<file path="config.mk">
export PLATFORM = sky130hd
export DESIGN_NAME = bba_node_ram
export DESIGN_NICKNAME = d
export VERILOG_FILES = /design/src/hw/rtl/bba_pkg.sv /design/src/hw/rtl/bba_node_ram.sv
export SDC_FILE = /design/constraint.sdc
export NUM_CORES = 2
export LEC_CHECK = 0
export BUFFER_PORTS_ARGS = -buffer_cell sky130_fd_sc_hd__buf_4
export CORE_ASPECT_RATIO = 1.1
export CORE_MARGIN = 3
export CORE_UTILIZATION = 40
export DETAILED_ROUTE_END_ITERATION = 10
export PLACE_DENSITY_LB_ADDON = 0.05
export SYNTH_ARGS = -nofsm -noshare
export SYNTH_HDL_FRONTEND = slang
export SYNTH_SLANG_ARGS = --single-unit
export TNS_END_PERCENT = 30
</file>
<file path="constraint.sdc">
create_clock -name clk -period 4.4 [get_ports clk]
set_input_delay 0.22 -clock clk [delete_from_list [all_inputs] [get_ports clk]]
set_output_delay 0.22 -clock clk [all_outputs]
set_load 0.02 [all_outputs]
</file>
<file path="src/hw/rtl/bba_pkg.sv">
// Package with the types, constants and helper functions of the buddy block allocator.
package bba_pkg;

  localparam int MAX_UNITS  = 1024;
  localparam int MAX_LG     = $clog2(MAX_UNITS);
  localparam int CAP_W      = 11;
  localparam int OFF_W      = 10;
  localparam int STATUS_W   = 2;
  localparam int LVL_W      = 4;
  localparam int NODE_AW    = MAX_LG + 1;
  localparam int NODE_DEPTH = 2 ** NODE_AW;
  localparam int PROD_W     = NODE_AW + MAX_LG;

  // Two-bit state of one tree node.
  typedef enum logic [1:0] {
    ND_UNUSED = 2'd0,
    ND_USED   = 2'd1,
    ND_SPLIT  = 2'd2,
    ND_FULL   = 2'd3
  } node_st_t;

  // Result status codes.
  typedef enum logic [STATUS_W-1:0] {
    ST_OK       = 2'd0,
    ST_NO_SPACE = 2'd1,
    ST_BAD_FREE = 2'd2
  } status_t;

  // Request operation codes.
  typedef enum logic {
    OP_ALLOC = 1'b0,
    OP_FREE  = 1'b1
  } op_t;

  // Sequencer states.
  typedef enum logic [3:0] {
    CS_CLEAR,
    CS_IDLE,
    CS_A_EVAL,
    CS_A_SPLIT_L,
    CS_A_SPLIT_R,
    CS_A_UP,
    CS_A_MARK,
    CS_F_EVAL,
    CS_F_MERGE,
    CS_F_UP,
    CS_DONE
  } ctl_state_t;

  // Access to the node memory: write enable, write address and data, read address.
  typedef struct packed {
    logic               we;
    logic [NODE_AW-1:0] waddr;
    node_st_t           wdata;
    logic [NODE_AW-1:0] raddr;
  } ram_req_t;

  // Conditioned configuration handed to the sequencer.
  typedef struct packed {
    logic             clear;
    logic [CAP_W-1:0] cap;
    logic [LVL_W-1:0] vcap_lg;
  } cfg_info_t;

  // Finished result offered by the sequencer.
  typedef struct packed {
    logic             valid;
    status_t          status;
    logic [OFF_W-1:0] block_offset;
  } result_t;

  // Smallest exponent e with 2**e >= x, for x of at least one.
  function automatic logic [LVL_W-1:0] clog2_ceil(input logic [CAP_W-1:0] x);
    logic [LVL_W-1:0] r;
    r = LVL_W'(CAP_W);
    for (int i = CAP_W; i >= 0; i--) begin
      if ((CAP_W+1)'(1) << i >= {1'b0, x}) begin
        r = LVL_W'(i);
      end
    end
    return r;
  endfunction

endpackage

</file>
<file path="src/hw/rtl/bba_node_ram.sv">
// Node state memory: one write port and one registered read port.
module bba_node_ram (
  input  logic              clk,
  input  bba_pkg::ram_req_t req,
  output bba_pkg::node_st_t rdata
);

  bba_pkg::node_st_t mem [bba_pkg::NODE_DEPTH];
  bba_pkg::node_st_t rdata_r;

  // Write port.
  always_ff @(posedge clk) begin
    if (req.we) begin
      mem[req.waddr] <= req.wdata;
    end
  end

  // Registered read port; a same-cycle write is not seen.
  always_ff @(posedge clk) begin
    rdata_r <= mem[req.raddr];
  end

  assign rdata = rdata_r;

endmodule

</file>
==> results by group <==
Clocking
  – Max clock buf depth: 4
  – Reg clk slew, reported paths: 0.06 ns
  – Clock latency on the worst-skew pair: about 1.1 ns
  – CTS root buf: clkbuf_16
  – Total CTS buffers: 438
  – CTS Hold Buffers Added: 17
  – CTS resizes: 0
  – # H-tree levels: 5
  – Post-CTS Setup Bufs: 0
  – CTS tree: done
  – Clock Sinks: just over 4,000

Global routing
  – First-pass GRT wire length: between 800,000 and 900,000 µm
  – GRT Total Usage: ~27%
  – Initial antenna violation count: just over 40
  – Vias in the first global route: ~100,000
  – Total gr overflow: 0
  – Largest net degree at the start of global routing: between 200 and 250

Critical path
  – Crit Path Class: flop to flop
  – Slowest-stage cell, CP: a2111oi_0
  – Reg2reg setup slack: roughly 0.59 ns
  – Crit path DAT: roughly 4.8 ns
  – CP max stage delay: 1.00 ns
  – CP endpoint kind: flop
  – CP top delay family: compound AO/OA/AOI/OAI gates
  – Required @ worst endpoint: ~5.4 ns
  – Crit-path most repeated cell: buf_4
  – CP Cell Sequence: mux2i_1 -> o22ai_1 -> nor3_1 -> a2111oi_0 -> a31oi_1 -> buf_4 -> o21ai_0 -> buf_4 -> nand4_1 -> buf_4 -> o41ai_1 -> or3_1
  – Startpoint Class: flop
  – Buffers and inverters on the worst path: 3
  – Crit Path Max Fanout: 2

Logic synthesis
  – Mapped Area: approximately 170,000 µm²
  – Avg Cell Area, Syn: between 15 and 20 µm²
  – Mapped Cells: a little over 10,000
  – Mapped Nets: between 10,000 and 15,000
  – Sequential element share of the synthesized area: about 73%
  – Ys Warns: 0
  – Post-synth cell types: a little over 80
  – FF+latch count, synth: 4,098
  – EDFF count, synth: a little over 4,000
  – Post-synth ARST share: 0%
  – Most used DFF post-synth: edfxtp_1

STA
  – Final setup viols: 0
  – Max Transition Viols Final: 0
  – Tightest Pin Transition: 1.390 ns
  – Final setup skew: 0.06148 ns
  – F_max: 262.1 MHz
  – Final period utilization: a little under 90%
  – RSZ-0062 raised after global routing: false
  – Endpoints failing hold: 0
  – Fin crit period: approximately 3.8 ns
  – Max_slew headroom: roughly 7%

Die
  – FP Rows: about 250
  – Core region area: roughly 420,000 µm²
  – Die footprint: approximately 430,000 µm²
  – DIE WIDTH: ~630 µm
  – Die Ht: a little under 700 µm
  – Ports: 28
  – Initial Util: 40.28%

Routing
  – Post-route ant nets: 0
  – Final WL: ~600,000 µm
  – DRT Pass-1 Iters: 5
  – Vias/cell: 5.952
  – Drt initial violations: approximately 10,000
  – WL/cell: ~36 µm
  – Post-route DRC: 0
  – Vias: approximately 97,000

Pwr
  – P_int: 65.12 mW
  – Clock Power Share: between 40% and 50%
  – Sw Pwr: 18.70 mW
  – Final total power: ~84 mW
  – Pleak: 59.52 nW
  – Pwr dens: 437.6 nW/µm²
  – Gate power share: about 5.2%
  – Switching share of power: between 20% and 30%
  – Sequential share of power: 51.3%
  – Max VDD drop: between 0.0003 and 0.0004 V

Flow run
  – Max cap viols: 0

Outcome
  – Outcome: complete, no violations

Finish
  – FILL cells: approximately 36,000
  – Final Non-Filler Cells: about 16,000
  – Layout cells sized above 1: 18.10%
  – Area growth syn-to-layout: 13.48%
  – Final instance area: 191,500 µm²
  – Post-layout net count: around 10,000

Hold path
  – Hold Crit Class: primary input to flop

Placed design
  – DP HPWL: between 300,000 and 400,000 µm
  – Cell count after placement: between 15,000 and 20,000
  – GP Congestion: between 0.8 and 0.9
  – IO buf count: 27
  – Placement Cell Area: ~180,000 µm²
## Yosys cell counts (27+ instances only)
cell type	instances	share of area, %
mux4_2	612	8.2
nor4_1	61	0.23
o21ai_0	123	0.36
buf_4	27	0.12
buf_6	104	0.69
buf_2	88	0.26
o221ai_1	251	1.3
a211oi_1	63	0.28
a21oi_1	149	0.44
nand2_1	228	0.51
edfxtp_1	4096	73
o22ai_1	178	0.66
nand3_1	81	0.24
buf_8	42	0.37
nor3_1	163	0.48
clkbuf_1	446	0.99
buf_1	112	0.25
nor2_1	2181	4.9
mux2i_1	798	4.7
## power by group through the flow
stage               Clock [mW]  Combinational [mW]  Sequential [mW]
floorplan                    0                2.15             43.8
global route              38.8                4.53             43.0
global placement             0                4.32             43.8
finish                    36.5                4.34             43.0
CTS                       37.2                4.37             43.0
detailed placement           0                4.34             43.8
## flip-flops by register name, summed over array words and instances, names as in the netlist
register / flops
mem: 4096
rdata: 2
## cells by family after synthesis
kind of cell / after synthesis / synth area share, %
AO/OA/AOI/OAI: 910 / 3.776
buffers and inverters: 857 / 2.996
flip-flops: 4098 / 72.89
multiplexers: 1459 / 13.46
AND/OR/NAND/NOR: 2850 / 6.869
## stage by stage
stage	TNS (ns)	util (%)	setup slack, ns	hold slack, ns
floorplan	0	-	1.838	0.3189
global placement	-0.7916	42.32	-0.6137	0.7681
detailed placement	-0.6122	42.32	-0.4039	0.7826
CTS	0	45.70	0.5179	0.07972
global route	0	45.70	0.4482	0.1378
finish	0	45.71	0.5852	0.1654
## per-layer routing
layer / global-route usage [%] / vias up / share of wire [%]
li1: - / 40280 / -
met1: 36.31 / 52120 / 41
met2: 44.85 / 3783 / 49
met3: 4.061 / 723 / 6.6
met4: 7.743 / 6 / 3.1
met5: 0 / - / 0.0072
## worst register-to-register path: stages (launching register included)
cell       delay, ns
edfxtp_1        0.33
mux2i_1         0.10
o22ai_1         0.28
nor3_1          0.10
a2111oi_0       1.00
a31oi_1         0.20
buf_4           0.20
o21ai_0         0.48
buf_4           0.27
nand4_1         0.33
buf_4           0.29
o41ai_1         0.05
or3_1           0.15
## layout make-up
cell class | instances | area (µm²) | share of cell area [%]
antenna | 14 | 35.03 | 0.01829
clock buffer | 528 | 11470 | 5.986
clock inverter | 279 | 2551 | 1.332
inverter | 4 | 27.53 | 0.01437
multi-input combinational | 5219 | 41280 | 21.55
sequential | 4098 | 123000 | 64.23
tap | 5522 | 6909 | 3.607
timing repair buffer | 618 | 6241 | 3.258
## cell usage in the layout, fill, tap and decap left out, types with 80 or more instances in the layout
| master | n |
|---|---|
| edfxtp_1 | 4096 |
| mux4_2 | 612 |
| clkbuf_1 | 80 |
| mux2i_1 | 798 |
| buf_12 | 118 |
| a21oi_1 | 149 |
| clkinv_2 | 95 |
| clkinv_1 | 104 |
| o21ai_0 | 123 |
| nor3_1 | 153 |
| o22ai_1 | 178 |
| nor2_1 | 2178 |
| o221ai_1 | 251 |
| clkbuf_16 | 444 |
| buf_4 | 477 |
| nand2_1 | 227 |
## path summary, 6_finish.rpt
path,cells after the start,start,endpoint
hold / removal,4,req[21],mem[449][1]
hold reg to reg,6,mem[247][0],rdata[0]
setup reg to reg,12,mem[865][0],rdata[0]
setup / recovery,12,mem[865][0],rdata[0]
(Power assumes the default switching activity.)
