## src/hw/rtl/bba_pkg.sv

```systemverilog
// Package with the types, constants and helper functions of the buddy block allocator.
package bba_pkg;

  localparam int MAX_UNITS  = 1024;
  localparam int MAX_LG     = $clog2(MAX_UNITS);
  localparam int CAP_W      = 11;
  localparam int OFF_W      = 10;
  localparam int STATUS_W   = 2;
  localparam int LVL_W      = 4;
  localparam int NODE_AW    = MAX_LG + 1;
  localparam int NODE_DEPTH = 2 ** NODE_AW;
  localparam int PROD_W     = NODE_AW + MAX_LG;

  // Two-bit state of one tree node.
  typedef enum logic [1:0] {
    ND_UNUSED = 2'd0,
    ND_USED   = 2'd1,
    ND_SPLIT  = 2'd2,
    ND_FULL   = 2'd3
  } node_st_t;

  // Result status codes.
  typedef enum logic [STATUS_W-1:0] {
    ST_OK       = 2'd0,
    ST_NO_SPACE = 2'd1,
    ST_BAD_FREE = 2'd2
  } status_t;

  // Request operation codes.
  typedef enum logic {
    OP_ALLOC = 1'b0,
    OP_FREE  = 1'b1
  } op_t;

  // Sequencer states.
  typedef enum logic [3:0] {
    CS_CLEAR,
    CS_IDLE,
    CS_A_EVAL,
    CS_A_SPLIT_L,
    CS_A_SPLIT_R,
    CS_A_UP,
    CS_A_MARK,
    CS_F_EVAL,
    CS_F_MERGE,
    CS_F_UP,
    CS_DONE
  } ctl_state_t;

  // Access to the node memory: write enable, write address and data, read address.
  typedef struct packed {
    logic               we;
    logic [NODE_AW-1:0] waddr;
    node_st_t           wdata;
    logic [NODE_AW-1:0] raddr;
  } ram_req_t;

  // Conditioned configuration handed to the sequencer.
  typedef struct packed {
    logic             clear;
    logic [CAP_W-1:0] cap;
    logic [LVL_W-1:0] vcap_lg;
  } cfg_info_t;

  // Finished result offered by the sequencer.
  typedef struct packed {
    logic             valid;
    status_t          status;
    logic [OFF_W-1:0] block_offset;
  } result_t;

  // Smallest exponent e with 2**e >= x, for x of at least one.
  function automatic logic [LVL_W-1:0] clog2_ceil(input logic [CAP_W-1:0] x);
    logic [LVL_W-1:0] r;
    r = LVL_W'(CAP_W);
    for (int i = CAP_W; i >= 0; i--) begin
      if ((CAP_W+1)'(1) << i >= {1'b0, x}) begin
        r = LVL_W'(i);
      end
    end
    return r;
  endfunction

endpackage

```

## src/hw/rtl/bba_if.sv

```systemverilog
// Valid/ready channel interfaces for request and result words.
interface bba_in_if;
  logic                        valid;
  logic                        ready;
  logic                        op;
  logic [bba_pkg::CAP_W-1:0]   request_size;
  logic [bba_pkg::OFF_W-1:0]   free_offset;

  modport source (output valid, output op, output request_size, output free_offset,
                  input ready);
  modport sink (input valid, input op, input request_size, input free_offset,
                output ready);
endinterface


```

## src/hw/rtl/bba_ctrl.sv

```systemverilog
// Sequencer that walks the node tree for allocate and free requests.
module bba_ctrl (
  input  logic               clk,
  input  logic               rst_n,
  bba_in_if.sink             in_chan,
  input  bba_pkg::cfg_info_t cfg,
  output bba_pkg::ram_req_t  ram_req,
  input  bba_pkg::node_st_t  ram_rdata,
  output bba_pkg::result_t   res,
  input  logic               res_take
);

  localparam int AW = bba_pkg::NODE_AW;
  localparam int PW = bba_pkg::PROD_W;
  localparam int CW = bba_pkg::CAP_W;
  localparam int LW = bba_pkg::LVL_W;
  localparam int OW = bba_pkg::OFF_W;

  bba_pkg::ctl_state_t state_r, state_nxt;
  logic [AW-1:0]       clr_r, clr_nxt;
  logic [AW-1:0]       ptr_r, ptr_nxt;
  logic [LW-1:0]       lvl_r, lvl_nxt;
  logic [CW-1:0]       left_r, left_nxt;
  logic [CW-1:0]       eff_r, eff_nxt;
  logic [LW-1:0]       size_lg_r, size_lg_nxt;
  logic [OW-1:0]       foff_r, foff_nxt;
  bba_pkg::status_t    status_r, status_nxt;
  logic [OW-1:0]       off_r, off_nxt;

  logic [AW-1:0] child_l, child_r, parent, buddy, par_buddy;
  logic [PW-1:0] alloc_off, alloc_end;
  logic          fit_fail;
  logic [LW-1:0] lvl_dn;
  logic [CW-1:0] half;
  logic [CW:0]   left_half;
  logic [CW-1:0] in_eff;
  logic [LW-1:0] in_size_lg;

  function automatic logic [AW-1:0] buddy_of(input logic [AW-1:0] n);
    return n[0] ? n + AW'(1) : n - AW'(1);
  endfunction

  // Tree arithmetic around the current node.
  assign child_l   = {ptr_r[AW-2:0], 1'b1};
  assign child_r   = child_l + AW'(1);
  assign parent    = AW'((ptr_r - AW'(1)) >> 1);
  assign buddy     = buddy_of(ptr_r);
  assign par_buddy = buddy_of(parent);

  // Block offset of the current node and the test against the real capacity.
  assign alloc_off = ((PW'(ptr_r) + PW'(1)) << lvl_r) - (PW'(1) << cfg.vcap_lg);
  assign alloc_end = alloc_off + PW'(eff_r);
  assign fit_fail  = alloc_end > PW'(cfg.cap);

  // Half span of the current node during a free descent.
  assign lvl_dn    = lvl_r - LW'(1);
  assign half      = CW'(1) << lvl_dn;
  assign left_half = {1'b0, left_r} + {1'b0, half};

  // Request size with zero taken as one, and its power-of-two exponent.
  assign in_eff     = (in_chan.request_size == '0) ? CW'(1) : in_chan.request_size;
  assign in_size_lg = bba_pkg::clog2_ceil(in_eff);

  // Control registers.
  always_ff @(posedge clk) begin
    if (!rst_n) begin
      state_r <= bba_pkg::CS_CLEAR;
      clr_r   <= '0;
    end else begin
      state_r <= state_nxt;
      clr_r   <= clr_nxt;
    end
  end

  // Working registers of the current request.
  always_ff @(posedge clk) begin
    ptr_r     <= ptr_nxt;
    lvl_r     <= lvl_nxt;
    left_r    <= left_nxt;
    eff_r     <= eff_nxt;
    size_lg_r <= size_lg_nxt;
    foff_r    <= foff_nxt;
    status_r  <= status_nxt;
    off_r     <= off_nxt;
  end

  // Next state, memory accesses and handshake.
  always_comb begin
    state_nxt     = state_r;
    clr_nxt       = clr_r;
    ptr_nxt       = ptr_r;
    lvl_nxt       = lvl_r;
    left_nxt      = left_r;
    eff_nxt       = eff_r;
    size_lg_nxt   = size_lg_r;
    foff_nxt      = foff_r;
    status_nxt    = status_r;
    off_nxt       = off_r;
    ram_req.we    = 1'b0;
    ram_req.waddr = ptr_r;
    ram_req.wdata = bba_pkg::ND_UNUSED;
    ram_req.raddr = ptr_r;
    in_chan.ready = 1'b0;
    res.valid     = 1'b0;
    res.status    = status_r;
    res.block_offset = off_r;

    case (state_r)
      // Sweep the whole memory back to unused.
      bba_pkg::CS_CLEAR: begin
        ram_req.we    = 1'b1;
        ram_req.waddr = clr_r;
        ram_req.wdata = bba_pkg::ND_UNUSED;
        clr_nxt       = clr_r + AW'(1);
        if (&clr_r) begin
          state_nxt = bba_pkg::CS_IDLE;
        end
      end

      // Take a request and read the root.
      bba_pkg::CS_IDLE: begin
        in_chan.ready = 1'b1;
        ram_req.raddr = '0;
        if (in_chan.valid) begin
          ptr_nxt     = '0;
          lvl_nxt     = cfg.vcap_lg;
          left_nxt    = '0;
          eff_nxt     = in_eff;
          size_lg_nxt = in_size_lg;
          foff_nxt    = in_chan.free_offset;
          off_nxt     = '0;
          status_nxt  = bba_pkg::ST_OK;
          if (bba_pkg::op_t'(in_chan.op) == bba_pkg::OP_FREE) begin
            state_nxt = bba_pkg::CS_F_EVAL;
          end else if (in_size_lg > cfg.vcap_lg) begin
            status_nxt = bba_pkg::ST_NO_SPACE;
            state_nxt  = bba_pkg::CS_DONE;
          end else begin
            state_nxt = bba_pkg::CS_A_EVAL;
          end
        end
      end

      // Allocation: judge the node just read.
      bba_pkg::CS_A_EVAL: begin
        if (lvl_r == size_lg_r && ram_rdata == bba_pkg::ND_UNUSED) begin
          if (fit_fail) begin
            status_nxt = bba_pkg::ST_NO_SPACE;
            state_nxt  = bba_pkg::CS_DONE;
          end else begin
            ram_req.we    = 1'b1;
            ram_req.wdata = bba_pkg::ND_USED;
            off_nxt       = alloc_off[OW-1:0];
            if (ptr_r == '0) begin
              state_nxt = bba_pkg::CS_DONE;
            end else begin
              ram_req.raddr = buddy;
              state_nxt     = bba_pkg::CS_A_MARK;
            end
          end
        end else if (lvl_r != size_lg_r && ram_rdata == bba_pkg::ND_UNUSED) begin
          ram_req.we    = 1'b1;
          ram_req.wdata = bba_pkg::ND_SPLIT;
          state_nxt     = bba_pkg::CS_A_SPLIT_L;
        end else if (lvl_r != size_lg_r && ram_rdata == bba_pkg::ND_SPLIT) begin
          ptr_nxt       = child_l;
          lvl_nxt       = lvl_dn;
          ram_req.raddr = child_l;
        end else if (ptr_r[0]) begin
          // Left child that cannot serve: try its right sibling.
          ptr_nxt       = ptr_r + AW'(1);
          ram_req.raddr = ptr_r + AW'(1);
        end else begin
          state_nxt = bba_pkg::CS_A_UP;
        end
      end

      // A fresh split: both children start out unused.
      bba_pkg::CS_A_SPLIT_L: begin
        ram_req.we    = 1'b1;
        ram_req.waddr = child_l;
        state_nxt     = bba_pkg::CS_A_SPLIT_R;
      end

      bba_pkg::CS_A_SPLIT_R: begin
        ram_req.we    = 1'b1;
        ram_req.waddr = child_r;
        ram_req.raddr = child_l;
        ptr_nxt       = child_l;
        lvl_nxt       = lvl_dn;
        state_nxt     = bba_pkg::CS_A_EVAL;
      end

      // Backtrack one level until a right sibling is found.
      bba_pkg::CS_A_UP: begin
        if (ptr_r == '0) begin
          status_nxt = bba_pkg::ST_NO_SPACE;
          state_nxt  = bba_pkg::CS_DONE;
        end else begin
          lvl_nxt = lvl_r + LW'(1);
          if (parent[0]) begin
            ptr_nxt       = parent + AW'(1);
            ram_req.raddr = parent + AW'(1);
            state_nxt     = bba_pkg::CS_A_EVAL;
          end else begin
            ptr_nxt = parent;
          end
        end
      end

      // Mark ancestors full while the buddy just read is taken.
      bba_pkg::CS_A_MARK: begin
        if (ram_rdata == bba_pkg::ND_USED || ram_rdata == bba_pkg::ND_FULL) begin
          ram_req.we    = 1'b1;
          ram_req.waddr = parent;
          ram_req.wdata = bba_pkg::ND_FULL;
          ptr_nxt       = parent;
          ram_req.raddr = par_buddy;
          if (parent == '0) begin
            state_nxt = bba_pkg::CS_DONE;
          end
        end else begin
          state_nxt = bba_pkg::CS_DONE;
        end
      end

      // Free: descend by offset to the used node.
      bba_pkg::CS_F_EVAL: begin
        if (ram_rdata == bba_pkg::ND_UNUSED) begin
          status_nxt = bba_pkg::ST_BAD_FREE;
          state_nxt  = bba_pkg::CS_DONE;
        end else if (ram_rdata == bba_pkg::ND_USED) begin
          if ({1'b0, foff_r} != left_r) begin
            status_nxt = bba_pkg::ST_BAD_FREE;
            state_nxt  = bba_pkg::CS_DONE;
          end else if (ptr_r == '0) begin
            ram_req.we = 1'b1;
            state_nxt  = bba_pkg::CS_DONE;
          end else begin
            ram_req.raddr = buddy;
            state_nxt     = bba_pkg::CS_F_MERGE;
          end
        end else if (lvl_r == '0) begin
          status_nxt = bba_pkg::ST_BAD_FREE;
          state_nxt  = bba_pkg::CS_DONE;
        end else begin
          lvl_nxt = lvl_dn;
          if ({1'b0, CW'(foff_r)} < left_half) begin
            ptr_nxt       = child_l;
            ram_req.raddr = child_l;
          end else begin
            left_nxt      = left_half[CW-1:0];
            ptr_nxt       = child_r;
            ram_req.raddr = child_r;
          end
        end
      end

      // Merge upward while the buddy just read is unused.
      bba_pkg::CS_F_MERGE: begin
        if (ram_rdata != bba_pkg::ND_UNUSED) begin
          ram_req.we = 1'b1;
          if (ptr_r == '0) begin
            state_nxt = bba_pkg::CS_DONE;
          end else begin
            ptr_nxt       = parent;
            ram_req.raddr = parent;
            state_nxt     = bba_pkg::CS_F_UP;
          end
        end else begin
          ptr_nxt = parent;
          if (parent == '0) begin
            ram_req.we    = 1'b1;
            ram_req.waddr = parent;
            state_nxt     = bba_pkg::CS_DONE;
          end else begin
            ram_req.raddr = par_buddy;
          end
        end
      end

      // Turn full ancestors back to split.
      bba_pkg::CS_F_UP: begin
        if (ram_rdata != bba_pkg::ND_FULL) begin
          state_nxt = bba_pkg::CS_DONE;
        end else begin
          ram_req.we    = 1'b1;
          ram_req.wdata = bba_pkg::ND_SPLIT;
          if (ptr_r == '0) begin
            state_nxt = bba_pkg::CS_DONE;
          end else begin
            ptr_nxt       = parent;
            ram_req.raddr = parent;
          end
        end
      end

      // Offer the result until the output register takes it.
      bba_pkg::CS_DONE: begin
        res.valid = 1'b1;
        if (status_r != bba_pkg::ST_OK) begin
          res.block_offset = '0;
        end
        if (res_take) begin
          state_nxt = bba_pkg::CS_IDLE;
        end
      end

      default: begin
        state_nxt = bba_pkg::CS_CLEAR;
        clr_nxt   = '0;
      end
    endcase

    // A capacity write starts a fresh tree.
    if (cfg.clear) begin
      state_nxt = bba_pkg::CS_CLEAR;
      clr_nxt   = '0;
    end
  end

endmodule

```

## src/flat_wrapper.sv

```systemverilog
// flat-port wrapper written by rule: the top's interface ports become plain ports
module bba_ctrl_flat 
  (clk, rst_n, cfg, ram_req, ram_rdata, res, res_take, in_chan_valid, in_chan_op, in_chan_request_size, in_chan_free_offset, in_chan_ready);
  bba_in_if in_chan_i ();
  input  logic clk;
  input  logic rst_n;
  input  bba_pkg::cfg_info_t cfg;
  output bba_pkg::ram_req_t ram_req;
  input  bba_pkg::node_st_t ram_rdata;
  output bba_pkg::result_t res;
  input  logic res_take;
  input wire logic [$bits(in_chan_i.valid)-1:0] in_chan_valid;
  input wire logic [$bits(in_chan_i.op)-1:0] in_chan_op;
  input wire logic [$bits(in_chan_i.request_size)-1:0] in_chan_request_size;
  input wire logic [$bits(in_chan_i.free_offset)-1:0] in_chan_free_offset;
  output wire logic [$bits(in_chan_i.ready)-1:0] in_chan_ready;
  assign in_chan_i.valid = in_chan_valid;
  assign in_chan_i.op = in_chan_op;
  assign in_chan_i.request_size = in_chan_request_size;
  assign in_chan_i.free_offset = in_chan_free_offset;
  assign in_chan_ready = in_chan_i.ready;
  bba_ctrl u_core (.clk(clk), .rst_n(rst_n), .in_chan(in_chan_i), .cfg(cfg), .ram_req(ram_req), .ram_rdata(ram_rdata), .res(res), .res_take(res_take));
endmodule
```

## config.mk

```make
export PLATFORM = sky130hd
export DESIGN_NAME = bba_ctrl_flat
export DESIGN_NICKNAME = d
export VERILOG_FILES = /design/src/hw/rtl/bba_pkg.sv /design/src/hw/rtl/bba_if.sv /design/src/hw/rtl/bba_ctrl.sv /design/src/flat_wrapper.sv
export SDC_FILE = /design/constraint.sdc
export NUM_CORES = 1
export LEC_CHECK = 0
export ABC_AREA = 1
export ABC_CLOCK_PERIOD_IN_PS = 9000
export BUFFER_PORTS_ARGS = -buffer_cell sky130_fd_sc_hd__buf_4
export CORE_ASPECT_RATIO = 1.25
export CORE_MARGIN = 2
export CORE_UTILIZATION = 45
export CTS_CLUSTER_SIZE = 24
export DETAILED_ROUTE_END_ITERATION = 10
export PLACE_DENSITY = 0.68
export SLEW_MARGIN = 20
export SYNTH_ARGS = -nofsm -noshare
export SYNTH_HDL_FRONTEND = slang
export SYNTH_SLANG_ARGS = --single-unit
```

## constraint.sdc

```tcl
create_clock -name clk -period 9 [get_ports clk]
set_input_delay 1.8 -clock clk [delete_from_list [all_inputs] [get_ports clk]]
set_output_delay 1.8 -clock clk [all_outputs]
set_load 0.01 [all_outputs]
```

==> reports/metrics.cfg <==
[clock_tree]
ctsLongestPathBuffers = 2
clk_pin_slew_ns = 0.06
htreeDepth = 3
cts-root-buf = clkbuf_16
numClockSinks = 78
numCtsBuffers = 9
insertion_delay_ns = 0.38
cts_tree = done

[floorplanning]
fp.coreArea_sq_mm = 0.0243
initial_core_util = 0.454
die_h_microns = 179
die_w_microns = 144
dieArea_sq_mm = 0.0257
top_level_ports = 83
fp-row-count = 64

[cells_and_area]
diodes = 0
drive_gt1_frac = 0.126
instances_no_fill = 2174
layout-area-overhead-vs-synth_pct = 14.7
fill_cells = 2608
utilization = 0.521
fin_nets = 1962

[drt]
wl_per_cell_microns = 22.5
ant_nets = 0
drc = 0
firstDrtPassIters = 6
viasPerCell = 6.08
vias = 13200
wl_mm = 48.8
drtIter0Drc = 1263

[min_path]
hold_path_class = flip-flop to flip-flop
min_path_cells = 2

[sta]
clock_skew_ns = 0.0155
slew_violations = 0
setup_violations = 0
slew_headroom = 0.395
fmax_mhz = 116
hold_violations = 0
fin_crit_ns = 8.65
period_share = 0.961
worst_slack_ns = 0.354
tightest_slew_ns = 0.907

[worst_setup_path]
required_ns = 7.20
cp-start-kind = primary input
reg2reg_slack_ns = 2.39
reg2reg_depth = 36
path_class = primary input to primary output
cp-end-kind = primary output
cp_slowest_cell = fa_2
critical_path.max_fanout = 11
worstPathArrival_ns = 6.85
max_stage_delay_ns = 0.34

[placement]
post-place-ws_ns = 0.318
gp_congestion = 1.04
placedCellCount = 2141
dpl.hpwl_mm = 37.9
portBuffers = 82

[power]
power_density_mw_per_mm2 = 74.0
p_leak_nw = 5.75
max-vdd-ir-drop_mv = 0.0848
finalPower_uw = 935

[global_routing]
grt_pass1_vias = 12400
grt_pass1_wl_mm = 72.2
track_usage = 0.377
grt.overflow.total = 0
grt_max_degree = 30
antenna_found_initial = 0

[logic_synthesis]
synth.distinct_cells = 55
synth-edff-count = 63
ys_warn_count = 0
syn_area_per_cell_sq_um = 6.24
syn_area_sq_mm = 0.0110
ys_ff_latch = 78
syn_nets = 1889
synthFlopType = edfxtp_1
synth-seq-area-share = 0.199
syn_inst = 1766
synth-async-reset-ratio = 0

[job]
drv_cap = 0

[status]
status = complete, no violations

-- timing repair --
| item | 4_1_cts | 5_1_grt |
|---|---|---|
| setup buffers | 0 | 17 |
| hold buffers | 0 | 0 |
| gates resized for setup | 0 | 38 |
| endpoints found under the setup margin | 0 | 13 |
-- power breakdown --
group	internal, mW	switching, mW	total, mW
logic	0.0571	0.0856	0.143
clock network	0.219	0.186	0.405
registers	0.387	0.000453	0.387
-- cell usage in the layout (no fill, tap or decap), types with 17 or more instances in the layout --
cell type,instances
o21ai_0,131
ha_1,70
inv_1,231
nand4_1,37
nand3_1,122
edfxtp_1,63
nor2_1,217
a21oi_1,127
nor3_1,27
xor2_1,34
o2111ai_1,18
nand2_1,348
o211ai_1,19
o22ai_1,20
o221ai_1,17
buf_4,141
-- final timing paths --
check,start,to
max,cfg[1],ram_req[3]
min,u_core.clr_r[1],u_core.clr_r[1]
max reg2reg,u_core.ptr_r[1],u_core.status_r[1]
min reg2reg,u_core.clr_r[1],u_core.clr_r[1]
-- Yosys cell counts (4+ instances only) --
| cell type | n | area share |
|---|---|---|
| dfxtp_1 | 15 | 0.027 |
| xor2_1 | 38 | 0.030 |
| buf_4 | 7 | 0.0048 |
| nor4_1 | 7 | 0.0040 |
| nand2_2 | 12 | 0.0068 |
| edfxtp_1 | 63 | 0.17 |
| a211oi_1 | 8 | 0.0055 |
| nor2_2 | 8 | 0.0045 |
| o21ai_1 | 8 | 0.0036 |
| o211ai_1 | 19 | 0.013 |
| o2111ai_1 | 18 | 0.014 |
| o21ai_0 | 138 | 0.063 |
| a221oi_1 | 14 | 0.011 |
| nand3_1 | 123 | 0.056 |
| nand3b_1 | 6 | 0.0041 |
| nand4_1 | 37 | 0.021 |
| o22ai_1 | 20 | 0.011 |
| inv_1 | 232 | 0.079 |
| ha_1 | 76 | 0.086 |
| clkinv_1 | 7 | 0.0024 |
| nor2_1 | 221 | 0.075 |
| o31ai_1 | 5 | 0.0034 |
| a22oi_1 | 5 | 0.0034 |
| a21o_1 | 4 | 0.0027 |
| a21oi_1 | 131 | 0.060 |
| nand2_1 | 350 | 0.12 |
| nor3_1 | 27 | 0.012 |
| clkbuf_1 | 55 | 0.019 |
| o221ai_1 | 17 | 0.014 |
| nor2_4 | 7 | 0.0072 |
| buf_2 | 14 | 0.0064 |
| xnor2_1 | 15 | 0.012 |
| a2111oi_0 | 10 | 0.0080 |
| a31oi_1 | 11 | 0.0062 |
| inv_2 | 4 | 0.0014 |
-- cell type report --
class | instances | area, sq um | area share
Timing Repair Buffer | 143 | 1080 | 0.0856
Tap cell | 330 | 413 | 0.0327
Sequential cell | 78 | 2190 | 0.174
Clock buffer | 9 | 225 | 0.0178
Multi-Input combinational cell | 1364 | 7720 | 0.611
Clock inverter | 7 | 77.6 | 0.00614
Inverter | 243 | 923 | 0.0731
-- flip-flops by register name (all words and copies together), names as in the netlist --
name and flops:
u_core.lvl_r 4, u_core.off_r 10, u_core.size_lg_r 4, u_core.left_r 11
u_core.state_r 4, u_core.status_r 2, u_core.clr_r 11, u_core.eff_r 11
u_core.ptr_r 11, u_core.foff_r 10
-- through the flow --
stage               setup TNS (ns)  cell area [sq um]  hold WS (ns)
floorplan                        0              11000         0.443
global placement                 0              12000         0.487
detailed placement               0              12000         0.491
CTS                              0              12300         0.506
global route                -0.205              12600         0.527
finish                           0              12600         0.507
-- layer usage --
metal  wire (microns)  GRT usage  up-vias
li1                 -          -     6164
met1            18200      0.433     6110
met2            22800      0.634      728
met3             3900     0.0580      224
met4             3960      0.269        0
met5                0          0        -
-- worst max-delay path: cells and delay by family --
family          cells  cell delay (ns)
compound gates      6             0.76
xor+xnor            2             0.35
fa+ha+maj           4             1.08
buf+inv             6             0.68
simple gates       19             2.15
-- kinds of logic (layout without fill, tap and decap cells) --
logic type | after synthesis | after routing | synth area share
AO/OA/AOI/OAI | 424 | 424 | 0.231
XOR/XNOR | 56 | 56 | 0.0466
adder cells (fa/ha/maj) | 79 | 79 | 0.0918
buffers and inverters | 324 | 402 | 0.116
flip-flops | 78 | 78 | 0.199
AND/OR/NAND/NOR | 805 | 805 | 0.316
Power figures use the tool's default switching activity.
